--- src/ds8b_pkg.sv ---
package ds8b_pkg;

  // Field and storage sizes.
  localparam int unsigned IndexBits    = 32;
  localparam int unsigned DeltaBits    = IndexBits + 1;
  localparam int unsigned PayloadBits  = 60;
  localparam int unsigned MaxDeltas    = 60;
  localparam int unsigned CountBits    = 6;
  localparam int unsigned AddrBits     = $clog2(MaxDeltas);
  localparam int unsigned UsedBits     = 6;
  localparam int unsigned SelBits      = 4;
  localparam int unsigned TotalBits    = 21;
  localparam int unsigned TotalLimit   = 1048576;
  localparam int unsigned InTdataBits  = 32;
  localparam int unsigned OutFieldBits = PayloadBits + CountBits + 2 * TotalBits;
  localparam int unsigned OutTdataBits = ((OutFieldBits + 7) / 8) * 8;

  // Commands from the controller to the datapath.
  typedef struct packed {
    logic load;        // capture an input transaction and form its delta
    logic write;       // append the delta to the buffer
    logic pack_start;  // clear the packing accumulator
    logic pack_run;    // step the packing sweep
    logic emit;        // load the packed word into the output register
    logic emit_final;  // the emitted word closes the column
  } ds8b_cmd_t;

  // Status from the datapath to the controller.
  typedef struct packed {
    logic flush_need;  // the new delta does not fit into the buffered word
    logic last;        // the current index closes the column
    logic pack_done;   // all buffered deltas are in the accumulator
    logic out_free;    // the output register can take a word this cycle
  } ds8b_sts_t;

  // Number of significant bits of a delta.
  function automatic logic [UsedBits-1:0] bit_len(input logic [DeltaBits-1:0] v);
    logic [UsedBits-1:0] n;
    n = '0;
    for (int i = 0; i < DeltaBits; i++) begin
      if (v[i]) begin
        n = UsedBits'(i + 1);
      end
    end
    return n;
  endfunction

  // Bits per slot in a word holding n deltas (payload divided by n).
  function automatic logic [UsedBits-1:0] slot_width(input logic [CountBits:0] n);
    logic [UsedBits-1:0] w;
    if (n <= 7'd1) w = 6'd60;
    else if (n == 7'd2) w = 6'd30;
    else if (n == 7'd3) w = 6'd20;
    else if (n == 7'd4) w = 6'd15;
    else if (n == 7'd5) w = 6'd12;
    else if (n == 7'd6) w = 6'd10;
    else if (n == 7'd7) w = 6'd8;
    else if (n == 7'd8) w = 6'd7;
    else if (n <= 7'd10) w = 6'd6;
    else if (n <= 7'd12) w = 6'd5;
    else if (n <= 7'd15) w = 6'd4;
    else if (n <= 7'd20) w = 6'd3;
    else if (n <= 7'd30) w = 6'd2;
    else w = 6'd1;
    return w;
  endfunction

  // Standard Simple-8b selector for a word holding n deltas.
  function automatic logic [SelBits-1:0] selector_for(input logic [CountBits-1:0] n);
    logic [SelBits-1:0] s;
    if (n <= 6'd1) s = 4'd15;
    else if (n <= 6'd8) s = SelBits'(7'd16 - {1'b0, n});
    else if (n <= 6'd10) s = 4'd7;
    else if (n <= 6'd12) s = 4'd6;
    else if (n <= 6'd15) s = 4'd5;
    else if (n <= 6'd20) s = 4'd4;
    else if (n <= 6'd30) s = 4'd3;
    else s = 4'd2;
    return s;
  endfunction

endpackage

--- src/delta_simple8b_index_packer.sv ---
// Channel   Dir  Transaction          Fields (lowest bit first)
// s_axis    in   one column index     tdata: column_index; tlast: last_index
// m_axis    out  one Simple-8b word   tdata: payload, deltas_in_word, entry_total,
//                                     word_total; tuser: selector_code; tlast: last_word
//
// An index that fits into the buffered word is accepted, then evaluated and appended.
// A flush of a word with n deltas sweeps the n entries over the one read port of the delta
// buffer RAM before the append; a closing word is packed by the same sweep after the append.
// Reset clears the column state; no clearing pass is needed, only written entries are read.
// One output register holds a finished word; the next index is accepted while it waits,
// and the block stalls only when a second word is ready before the first was taken.
module delta_simple8b_index_packer (
  input  logic                                clk_i,
  input  logic                                rst_ni,
  input  logic                                s_axis_tvalid,
  output logic                                s_axis_tready,
  input  logic [ds8b_pkg::InTdataBits-1:0]    s_axis_tdata,   // column_index
  input  logic                                s_axis_tlast,
  output logic                                m_axis_tvalid,
  input  logic                                m_axis_tready,
  output logic [ds8b_pkg::OutTdataBits-1:0]   m_axis_tdata,   // payload, deltas_in_word,
                                                              // entry_total, word_total, zeros
  output logic [ds8b_pkg::SelBits-1:0]        m_axis_tuser,   // selector_code
  output logic                                m_axis_tlast
);

  import ds8b_pkg::*;

  ds8b_cmd_t              cmd;
  ds8b_sts_t              sts;
  logic [SelBits-1:0]     selector_code;
  logic [PayloadBits-1:0] payload;
  logic [CountBits-1:0]   deltas_in_word;
  logic [TotalBits-1:0]   entry_total;
  logic [TotalBits-1:0]   word_total;

  // Sequencer.
  ds8b_ctrl u_ctrl (
    .clk_i     (clk_i),
    .rst_ni    (rst_ni),
    .s_valid_i (s_axis_tvalid),
    .s_ready_o (s_axis_tready),
    .sts_i     (sts),
    .cmd_o     (cmd)
  );

  // Delta, buffer, packing and output register.
  ds8b_dpath u_dpath (
    .clk_i            (clk_i),
    .rst_ni           (rst_ni),
    .column_index_i   (s_axis_tdata[IndexBits-1:0]),
    .last_index_i     (s_axis_tlast),
    .cmd_i            (cmd),
    .sts_o            (sts),
    .m_ready_i        (m_axis_tready),
    .m_valid_o        (m_axis_tvalid),
    .selector_code_o  (selector_code),
    .payload_o        (payload),
    .deltas_in_word_o (deltas_in_word),
    .last_word_o      (m_axis_tlast),
    .entry_total_o    (entry_total),
    .word_total_o     (word_total)
  );

  // Output fields packed from the lowest bit up.
  assign m_axis_tdata = {{(OutTdataBits-OutFieldBits){1'b0}},
                         word_total, entry_total, deltas_in_word, payload};
  assign m_axis_tuser = selector_code;

endmodule

--- src/ds8b_ram.sv ---
module ds8b_ram #(
  parameter int unsigned Width = 8,
  parameter int unsigned Depth = 16,
  parameter int unsigned AddrW = (Depth > 1) ? $clog2(Depth) : 1
) (
  input  logic             clk_i,
  input  logic             we_i,
  input  logic [AddrW-1:0] waddr_i,
  input  logic [Width-1:0] wdata_i,
  input  logic             re_i,
  input  logic [AddrW-1:0] raddr_i,
  output logic [Width-1:0] rdata_o
);

  logic [Width-1:0] mem_q [Depth];
  logic [Width-1:0] rdata_q;

  // One write port and one registered read port.
  always_ff @(posedge clk_i) begin
    if (we_i) begin
      mem_q[waddr_i] <= wdata_i;
    end
    if (re_i) begin
      rdata_q <= mem_q[raddr_i];
    end
  end

  assign rdata_o = rdata_q;

endmodule

--- src/ds8b_ctrl.sv ---
module ds8b_ctrl (
  input  logic                clk_i,
  input  logic                rst_ni,
  input  logic                s_valid_i,
  output logic                s_ready_o,
  input  ds8b_pkg::ds8b_sts_t sts_i,
  output ds8b_pkg::ds8b_cmd_t cmd_o
);

  import ds8b_pkg::*;

  localparam logic [2:0] StIdle      = 3'd0;
  localparam logic [2:0] StEval      = 3'd1;
  localparam logic [2:0] StWrite     = 3'd2;
  localparam logic [2:0] StFlushPack = 3'd3;
  localparam logic [2:0] StFlushEmit = 3'd4;
  localparam logic [2:0] StLastPack  = 3'd5;
  localparam logic [2:0] StLastEmit  = 3'd6;

  logic [2:0] state_d, state_q;

  // Sequence of one index: accept, evaluate, optional flush, write, optional final word.
  always_comb begin
    state_d   = state_q;
    cmd_o     = '0;
    s_ready_o = 1'b0;
    case (state_q)
      StIdle: begin
        s_ready_o = 1'b1;
        if (s_valid_i) begin
          cmd_o.load = 1'b1;
          state_d    = StEval;
        end
      end
      StEval: begin
        if (sts_i.flush_need) begin
          cmd_o.pack_start = 1'b1;
          state_d          = StFlushPack;
        end else begin
          cmd_o.write = 1'b1;
          if (sts_i.last) begin
            cmd_o.pack_start = 1'b1;
            state_d          = StLastPack;
          end else begin
            state_d = StIdle;
          end
        end
      end
      StWrite: begin
        cmd_o.write = 1'b1;
        if (sts_i.last) begin
          cmd_o.pack_start = 1'b1;
          state_d          = StLastPack;
        end else begin
          state_d = StIdle;
        end
      end
      StFlushPack: begin
        cmd_o.pack_run = 1'b1;
        if (sts_i.pack_done) begin
          state_d = StFlushEmit;
        end
      end
      StFlushEmit: begin
        if (sts_i.out_free) begin
          cmd_o.emit = 1'b1;
          state_d    = StWrite;
        end
      end
      StLastPack: begin
        cmd_o.pack_run = 1'b1;
        if (sts_i.pack_done) begin
          state_d = StLastEmit;
        end
      end
      StLastEmit: begin
        if (sts_i.out_free) begin
          cmd_o.emit       = 1'b1;
          cmd_o.emit_final = 1'b1;
          state_d          = StIdle;
        end
      end
      default: begin
        state_d = StIdle;
      end
    endcase
  end

  always_ff @(posedge clk_i or negedge rst_ni) begin
    if (!rst_ni) begin
      state_q <= StIdle;
    end else begin
      state_q <= state_d;
    end
  end

endmodule

--- src/ds8b_dpath.sv ---
module ds8b_dpath (
  input  logic                                  clk_i,
  input  logic                                  rst_ni,
  input  logic [ds8b_pkg::IndexBits-1:0]        column_index_i,
  input  logic                                  last_index_i,
  input  ds8b_pkg::ds8b_cmd_t                   cmd_i,
  output ds8b_pkg::ds8b_sts_t                   sts_o,
  input  logic                                  m_ready_i,
  output logic                                  m_valid_o,
  output logic [ds8b_pkg::SelBits-1:0]          selector_code_o,
  output logic [ds8b_pkg::PayloadBits-1:0]      payload_o,
  output logic [ds8b_pkg::CountBits-1:0]        deltas_in_word_o,
  output logic                                  last_word_o,
  output logic [ds8b_pkg::TotalBits-1:0]        entry_total_o,
  output logic [ds8b_pkg::TotalBits-1:0]        word_total_o
);

  import ds8b_pkg::*;

  // Column state.
  logic [DeltaBits-1:0]   prev_d, prev_q;
  logic [DeltaBits-1:0]   delta_d, delta_q;
  logic                   last_d, last_q;
  logic [CountBits-1:0]   count_d, count_q;
  logic [UsedBits-1:0]    widest_d, widest_q;
  logic [TotalBits-1:0]   entries_d, entries_q;
  logic [TotalBits-1:0]   words_d, words_q;

  // Packing sweep.
  logic [CountBits-1:0]   iss_d, iss_q;
  logic [CountBits-1:0]   got_d, got_q;
  logic                   pend_d, pend_q;
  logic [UsedBits-1:0]    sh_d, sh_q;
  logic [PayloadBits-1:0] acc_d, acc_q;

  // Output register.
  logic                   m_valid_d, m_valid_q;
  logic [SelBits-1:0]     sel_q;
  logic [PayloadBits-1:0] pay_q;
  logic [CountBits-1:0]   n_q;
  logic                   olast_q;
  logic [TotalBits-1:0]   etot_q, wtot_q;

  logic [DeltaBits:0]     diff;
  logic [UsedBits-1:0]    used;
  logic [UsedBits-1:0]    widest_new;
  logic [UsedBits-1:0]    limit;
  logic [UsedBits-1:0]    slot_w;
  logic [TotalBits-1:0]   words_inc;
  logic                   rd_en;
  logic [DeltaBits-1:0]   rdata;
  logic                   out_free;

  // Delta against the previous index; a non-increasing index gives zero.
  assign diff = {2'b00, column_index_i} - {prev_q[DeltaBits-1], prev_q};

  // Fit test of the buffered word with the new delta added.
  assign used       = bit_len(delta_q);
  assign widest_new = (used > widest_q) ? used : widest_q;
  assign limit      = slot_width({1'b0, count_q} + 7'd1);
  assign slot_w     = slot_width({1'b0, count_q});
  assign words_inc  = (words_q < TotalBits'(TotalLimit)) ? words_q + 1'b1 : words_q;
  assign rd_en      = cmd_i.pack_run && (iss_q < count_q);
  assign out_free   = !m_valid_q || m_ready_i;

  assign sts_o.flush_need = (count_q != '0) &&
                            ((count_q >= CountBits'(MaxDeltas)) || (widest_new > limit));
  assign sts_o.last       = last_q;
  assign sts_o.pack_done  = (got_q == count_q);
  assign sts_o.out_free   = out_free;

  // Delta buffer.
  ds8b_ram #(
    .Width (DeltaBits),
    .Depth (MaxDeltas)
  ) u_buf (
    .clk_i   (clk_i),
    .we_i    (cmd_i.write),
    .waddr_i (count_q[AddrBits-1:0]),
    .wdata_i (delta_q),
    .re_i    (rd_en),
    .raddr_i (iss_q[AddrBits-1:0]),
    .rdata_o (rdata)
  );

  // Next-state logic of column and packing state.
  always_comb begin
    prev_d    = prev_q;
    delta_d   = delta_q;
    last_d    = last_q;
    count_d   = count_q;
    widest_d  = widest_q;
    entries_d = entries_q;
    words_d   = words_q;
    iss_d     = iss_q;
    got_d     = got_q;
    pend_d    = pend_q;
    sh_d      = sh_q;
    acc_d     = acc_q;
    m_valid_d = m_valid_q;

    if (cmd_i.load) begin
      delta_d = (diff[DeltaBits] || (diff == '0)) ? '0 : diff[DeltaBits-1:0];
      prev_d  = last_index_i ? '1 : {1'b0, column_index_i};
      last_d  = last_index_i;
      if (entries_q < TotalBits'(TotalLimit)) begin
        entries_d = entries_q + 1'b1;
      end
    end

    if (cmd_i.write) begin
      count_d  = count_q + 1'b1;
      widest_d = widest_new;
    end

    if (cmd_i.pack_start) begin
      iss_d  = '0;
      got_d  = '0;
      pend_d = 1'b0;
      sh_d   = '0;
      acc_d  = '0;
    end else if (cmd_i.pack_run) begin
      pend_d = rd_en;
      if (rd_en) begin
        iss_d = iss_q + 1'b1;
      end
      if (pend_q) begin
        acc_d = acc_q | ({{(PayloadBits-DeltaBits){1'b0}}, rdata} << sh_q);
        sh_d  = sh_q + slot_w;
        got_d = got_q + 1'b1;
      end
    end

    if (cmd_i.emit) begin
      count_d   = '0;
      widest_d  = '0;
      m_valid_d = 1'b1;
      if (cmd_i.emit_final) begin
        words_d   = '0;
        entries_d = '0;
      end else begin
        words_d = words_inc;
      end
    end else if (m_ready_i) begin
      m_valid_d = 1'b0;
    end
  end

  // Control state.
  always_ff @(posedge clk_i or negedge rst_ni) begin
    if (!rst_ni) begin
      prev_q    <= '1;
      last_q    <= 1'b0;
      count_q   <= '0;
      widest_q  <= '0;
      entries_q <= '0;
      words_q   <= '0;
      iss_q     <= '0;
      got_q     <= '0;
      pend_q    <= 1'b0;
      m_valid_q <= 1'b0;
    end else begin
      prev_q    <= prev_d;
      last_q    <= last_d;
      count_q   <= count_d;
      widest_q  <= widest_d;
      entries_q <= entries_d;
      words_q   <= words_d;
      iss_q     <= iss_d;
      got_q     <= got_d;
      pend_q    <= pend_d;
      m_valid_q <= m_valid_d;
    end
  end

  // Payload registers.
  always_ff @(posedge clk_i) begin
    delta_q <= delta_d;
    sh_q    <= sh_d;
    acc_q   <= acc_d;
    if (cmd_i.emit) begin
      sel_q   <= selector_for(count_q);
      pay_q   <= acc_q;
      n_q     <= count_q;
      olast_q <= cmd_i.emit_final;
      etot_q  <= cmd_i.emit_final ? entries_q : '0;
      wtot_q  <= cmd_i.emit_final ? words_inc : '0;
    end
  end

  assign m_valid_o        = m_valid_q;
  assign selector_code_o  = sel_q;
  assign payload_o        = pay_q;
  assign deltas_in_word_o = n_q;
  assign last_word_o      = olast_q;
  assign entry_total_o    = etot_q;
  assign word_total_o     = wtot_q;

  // The buffer never holds more deltas than a word can carry.
  assert property (@(posedge clk_i) disable iff (!rst_ni)
    count_q <= CountBits'(MaxDeltas))
    else $error("buffered delta count above word capacity");

  // A delta is only appended while the buffer has room.
  assert property (@(posedge clk_i) disable iff (!rst_ni)
    cmd_i.write |-> (count_q < CountBits'(MaxDeltas)))
    else $error("delta written into a full buffer");

  // A word is only loaded when the output register is free.
  assert property (@(posedge clk_i) disable iff (!rst_ni)
    cmd_i.emit |-> out_free)
    else $error("output word overwritten before it was taken");

  // Every presented word carries at least one delta.
  assert property (@(posedge clk_i) disable iff (!rst_ni)
    m_valid_q |-> ((n_q != '0) && (n_q <= CountBits'(MaxDeltas))))
    else $error("emitted word with an invalid delta count");

  // The closing word of a column counts itself.
  assert property (@(posedge clk_i) disable iff (!rst_ni)
    (m_valid_q && olast_q) |-> (wtot_q != '0) && (etot_q != '0))
    else $error("closing word with a zero total");

endmodule

--- config.mk ---
export PLATFORM = sky130hd
export DESIGN_NAME = delta_simple8b_index_packer
export DESIGN_NICKNAME = d
export VERILOG_FILES = /design/src/ds8b_pkg.sv /design/src/delta_simple8b_index_packer.sv /design/src/ds8b_ram.sv /design/src/ds8b_ctrl.sv /design/src/ds8b_dpath.sv
export SDC_FILE = /design/constraint.sdc
export NUM_CORES = 2
export LEC_CHECK = 0
export BUFFER_PORTS_ARGS = -buffer_cell sky130_fd_sc_hd__clkbuf_2
export CORE_AREA = 2 2 399 401
export DETAILED_ROUTE_END_ITERATION = 8
export DIE_AREA = 0 0 401 403
export GPL_TIMING_DRIVEN = 0
export HOLD_SLACK_MARGIN = 0.15
export PLACE_DENSITY_LB_ADDON = 0.3
export SYNTH_ARGS = -nofsm -noshare
export SYNTH_HDL_FRONTEND = slang
export SYNTH_SLANG_ARGS = --single-unit
export TNS_END_PERCENT = 1
--- constraint.sdc ---
create_clock -name clk_i -period 17.3 [get_ports clk_i]
set_input_delay 2.595 -clock clk_i [delete_from_list [all_inputs] [get_ports clk_i]]
set_output_delay 2.595 -clock clk_i [all_outputs]
set_load 0.005 [all_outputs]
==> results <==
- The maximum clock frequency is around 120 MHz.
- Clock-pin slew was measured on the worst setup and hold paths at 0.06 ns.
- The kind of capture point of the worst setup path is a flip-flop.
- The share of flip-flops with an asynchronous set or reset is between 4 and 5%.
- For the worst flop-to-flop path, the logic depth is 24.
- The insertion delay of the later-clocked pin in the worst-skew pair is between 0.8 and 0.9 ns.
- The total wirelength of the detailed-routed design is between 200,000 and 300,000 µm.
- After detailed routing, the number of vias per cell comes to approximately 6.8.
- Before antenna repair, the detailed router went through 7 iterations.
- The floorplan step set the die width to approximately 400 µm.
- The post-detailed-route DRC marker count is 0.
- The static leakage is approximately 36 nW.
- The final reports fail on max-capacitance violations, max-slew violations.
- The global-route wire length before repair is 382,000 µm.
- The slew at the pin closest to its max-slew limit is ~1.6 ns.
- TritonCTS created 219 clock buffers.
- IR analysis of the VDD net gives a maximum drop of 116 µV.
- Max-cap violations in this run came to 2.
- The maximum level of the CTS H-tree is 4.
- The synthesized netlist contains just over 80 unique library cells.
- The worst setup path endpoint is u_dpath.u_buf.mem_q[43][21].
- Ranked by total cell area, the synthesized netlist is headed by edfxtp_1, mux4_2, mux2i_1, dfrtp_1, dfxtp_1.
- The startpoint identified for the worst hold timing path is u_dpath.acc_q[1].
- TritonCTS built the clock tree.
- The most used flip-flop cell after synthesis is edfxtp_1.
- Yosys mapped a number of flops with a built-in enable equal to between 2,000 and 2,500.
- The data arrival time of the critical path is a little under 9 ns.
- The classification of the worst setup path is flip-flop to flip-flop.
- The tightest min-delay check is of the flip-flop to flip-flop type.
- At the worst endpoint, the required time is 17.85 ns.
- The maximum number of buffers from clock root to sink is 3.
- Setup violations remaining at the end of the flow were counted as 0.
- The number of top-level design ports is around 160.
- The final critical path time including I/O delays and setup is just over 8 ns.
- The number of antenna violations at the first check in global routing is 17.
- Once the floorplan was initialized, standard cells occupied 59.7% of the core.
- The average routed wire per standard cell is about 33 µm.
- The sink count of the clock tree is between 2,000 and 2,500.
- The final-layout setup total negative slack is 0 ns.
- The tree is rooted in a clkbuf_16.
- The summed instance area of the synthesized netlist is 94,000 µm².
- The clock network accounts for roughly 28% of the total power.
- The number of cells upsized or downsized after cts is 0.
- The final critical path takes up between 40% and 50% of the cycle.
- The switching fraction of total power is about 33%.
- In the global route stage, overall resource usage came out at between 30% and 40%.
- The register-to-register setup slack is between 9 and 10 ns.
- The routability-driven placement congestion ratio is around 1.
- The number of register bits inferred by synthesis is approximately 2,300.
- The count of standard-cell rows is about 150.
- In this run the tool buffered the top-level ports with 150 buffer cells.
- The flow ran to the end, but the final reports show violations.
- The share of the synthesized area in the top cell type is ~69%.
- The worst pin sits at a relative slew slack of -7.13%.
- The total of fill cells in the finished design is about 9,700.
- The end of the worst register-to-register path is u_dpath.u_buf.mem_q[43][21].
- The placeable core region is between 150,000 and 200,000 µm².
- The number of nets in the layout is ~5,900.
- The biggest area contributor in the post-synthesis netlist is edfxtp_1.
- The pin count of the biggest net entering global routing is 98.
- The Yosys step of the flow raised 0 warnings.
- In this run the cell area measured after placement is roughly 100,000 µm².
- For the final database, setup skew stands at around 0.046 ns.
- The maximum fanout count along the critical path is 18.
- The internal portion of the total power is around 11 mW.
- The power per cell area is 158 nW/µm².
- A synthesized cell averages between 15 and 20 µm².
- Synthesis produced about 5,200 cells.
- Setup repair after global routing left no endpoint under its margin.
- Summed over all nets, the switching power comes to around 5.7 mW.
- The layout overhead on the synthesized area is 15.3%.
- The first-iteration detailed-routing DRC count is about 7,900.
- After legalization and detailed placement, the total HPWL measured ~180,000 µm.
- The most critical setup path has its startpoint at u_dpath.delta_q[6].
- The routed layout has around 55,000 vias.
- The part of the power in registers is a little over two fifths.
- After routing the design area is around 110,000 µm².
- The number of hold-slack violations in the final timing report was 0.
- In this run the remaining antenna-violating nets after routing total 0.
- Buffers added to address setup during post-CTS repair amount to 0.
- Measured along the y axis, the die boundary spans around 400 µm.
- The number of pins exceeding their max-slew limit in the final report is 4.
- Global routing finished with a remaining overflow of 0.
- The category of the worst setup path launch point is a flip-flop.
- The via count of the first global-routing pass came to 53,700.
- The startpoint of the worst-slack reg-to-reg timing path is u_dpath.delta_q[6].
- The logic gate share of total power is 30.1%.
- Summing the sequential cell areas from Yosys gives between 70% and 80% of the chip area.
- The area of the die is about 160,000 µm².
- The fraction of layout cells with a size suffix above 1 is between 20% and 30%.
- Buffers inserted to repair hold after CTS numbered 0.
-- flip-flops by register name (all words and copies together), names as in the netlist, 3 cells and up --
register                  cells
u_ctrl.state_q                3
u_dpath.acc_q                60
u_dpath.count_q               6
u_dpath.delta_q              33
u_dpath.deltas_in_word_o      6
u_dpath.entries_q            21
u_dpath.entry_total_o        21
u_dpath.got_q                 6
u_dpath.iss_q                 6
u_dpath.payload_o            60
u_dpath.prev_q               33
u_dpath.selector_code_o       4
u_dpath.sh_q                  6
u_dpath.u_buf.mem_q        1980
u_dpath.u_buf.rdata_o        33
u_dpath.widest_q              6
u_dpath.word_total_o         21
u_dpath.words_q              21
-- metal layers --
layer  vias up  routed length [µm]  GRT usage [%]
li1      22100                   -              -
met4        20               16500           17.2
met2      4021              126000           52.3
met1     27800               93900           43.4
met5         -                 123              0
met3       787               31500           8.29
-- stage by stage --
stage / hold WS (ns) / instances / setup slack, ns / util (%) / total power, mW
2_1_floorplan: 0.409 / 5248 / 10.17 / - / 10.1
3_3_place_gp: 0.421 / 7470 / 5.49 / 61.8 / 11.8
3_5_place_dp: 0.419 / 7617 / 9.32 / 64.4 / 12.3
4_1_cts: 0.435 / 8023 / 9.29 / 68.8 / 17.0
5_1_grt: 0.444 / 8025 / 8.64 / 68.8 / 17.5
6_report: 0.437 / 8028 / 9.07 / 68.8 / 17.1
-- placed cells by master (no fill, tap or decap), types with 131 or more instances in the layout --
cell	synthesis	routed
clkbuf_1	168	225
mux2i_1	332	332
edfxtp_1	2159	2159
a21oi_1	224	224
clkbuf_2	1	150
nor2_1	350	290
clkbuf_16	0	219
nor3_1	131	131
nand2_1	202	202
o21ai_0	149	149
mux4_2	438	438
-- cell usage after synthesis, types with 19 or more instances --
cell type  number
ha_1           64
xnor2_1        43
buf_2          64
mux2_2         28
clkbuf_1      168
a21oi_1       224
o22ai_1        76
inv_1          74
a211oi_1       41
o211ai_1       32
nand4_1        19
dfrtp_1        72
nand3_1        31
nand2b_1       19
o21ai_0       149
and2_1         29
nor2_1        350
o221ai_1       83
mux2i_1       332
buf_4          23
buf_1          46
dfxtp_1        66
dfstp_2        33
xor2_1         36
mux4_2        438
edfxtp_1     2159
nor3_1        131
nand2_1       202
-- kinds of logic (layout without fill, tap and decap cells) --
group,count (synthesis),count (layout),share of synthesized area [%]
AO/OA/AOI/OAI,724,724,4.92
XOR/XNOR,79,79,0.736
adder cells (fa/ha/maj),66,66,0.895
buffers and inverters,383,1087,1.72
flip-flops,2330,2330,73.2
multiplexers,798,798,14.4
other,1,8,0.00399
AND/OR/NAND/NOR,864,864,4.15
-- power by group through the flow --
stage	clock network [mW]	registers, mW	logic [mW]
after CTS	4.73	7.20	5.03
after floorplan	0	7.38	2.73
after global routing	4.93	7.23	5.37
after global placement	0	7.71	4.14
after detailed placement	0	7.31	4.96
final	4.72	7.21	5.15
-- critical path, cell delays in order, from the launching register on --
cell      delay, ns
edfxtp_1       0.85
nor2_1         0.15
o31ai_1        0.10
a211oi_1       0.10
o311ai_0       0.34
a21oi_1        0.11
o21ai_0        0.27
nor2b_1        0.17
ha_1           0.14
nor2b_1        0.12
o21a_1         0.12
o21a_1         0.10
o21ai_0        0.06
a21oi_1        0.57
mux2_2         0.44
ha_1           0.29
a21o_1         0.18
a21oi_1        0.15
a21boi_0       0.10
o21ai_0        0.36
a21oi_1        0.18
o32ai_2        0.70
nand2_1        1.00
nor2_4         1.01
buf_12         0.26
-- final cells by class --
type | instances | area (µm²) | share of cell area, %
clock buffers | 285 | 5820 | 5.37
diodes | 4 | 10.0 | 0.00924
flip-flops and latches | 2330 | 68800 | 63.5
clock inverters | 121 | 1180 | 1.09
multi-input cells | 2535 | 24000 | 22.2
inverters | 80 | 303 | 0.279
plain buffers | 303 | 1310 | 1.21
repair buffers | 298 | 4300 | 3.97
well taps | 2072 | 2590 | 2.39
-- worst min-delay path by stage --
stage	endpoint	slack [ns]	depth (start not counted)
final	u_dpath.payload_o[1]	0.44	0
after CTS	u_dpath.payload_o[1]	0.44	0
after global routing	u_dpath.payload_o[38]	0.44	0
after detailed placement	u_dpath.payload_o[1]	0.42	0
after global placement	u_dpath.payload_o[26]	0.42	0
after floorplan	u_dpath.payload_o[45]	0.41	0
Power figures use the tool's default switching activity.
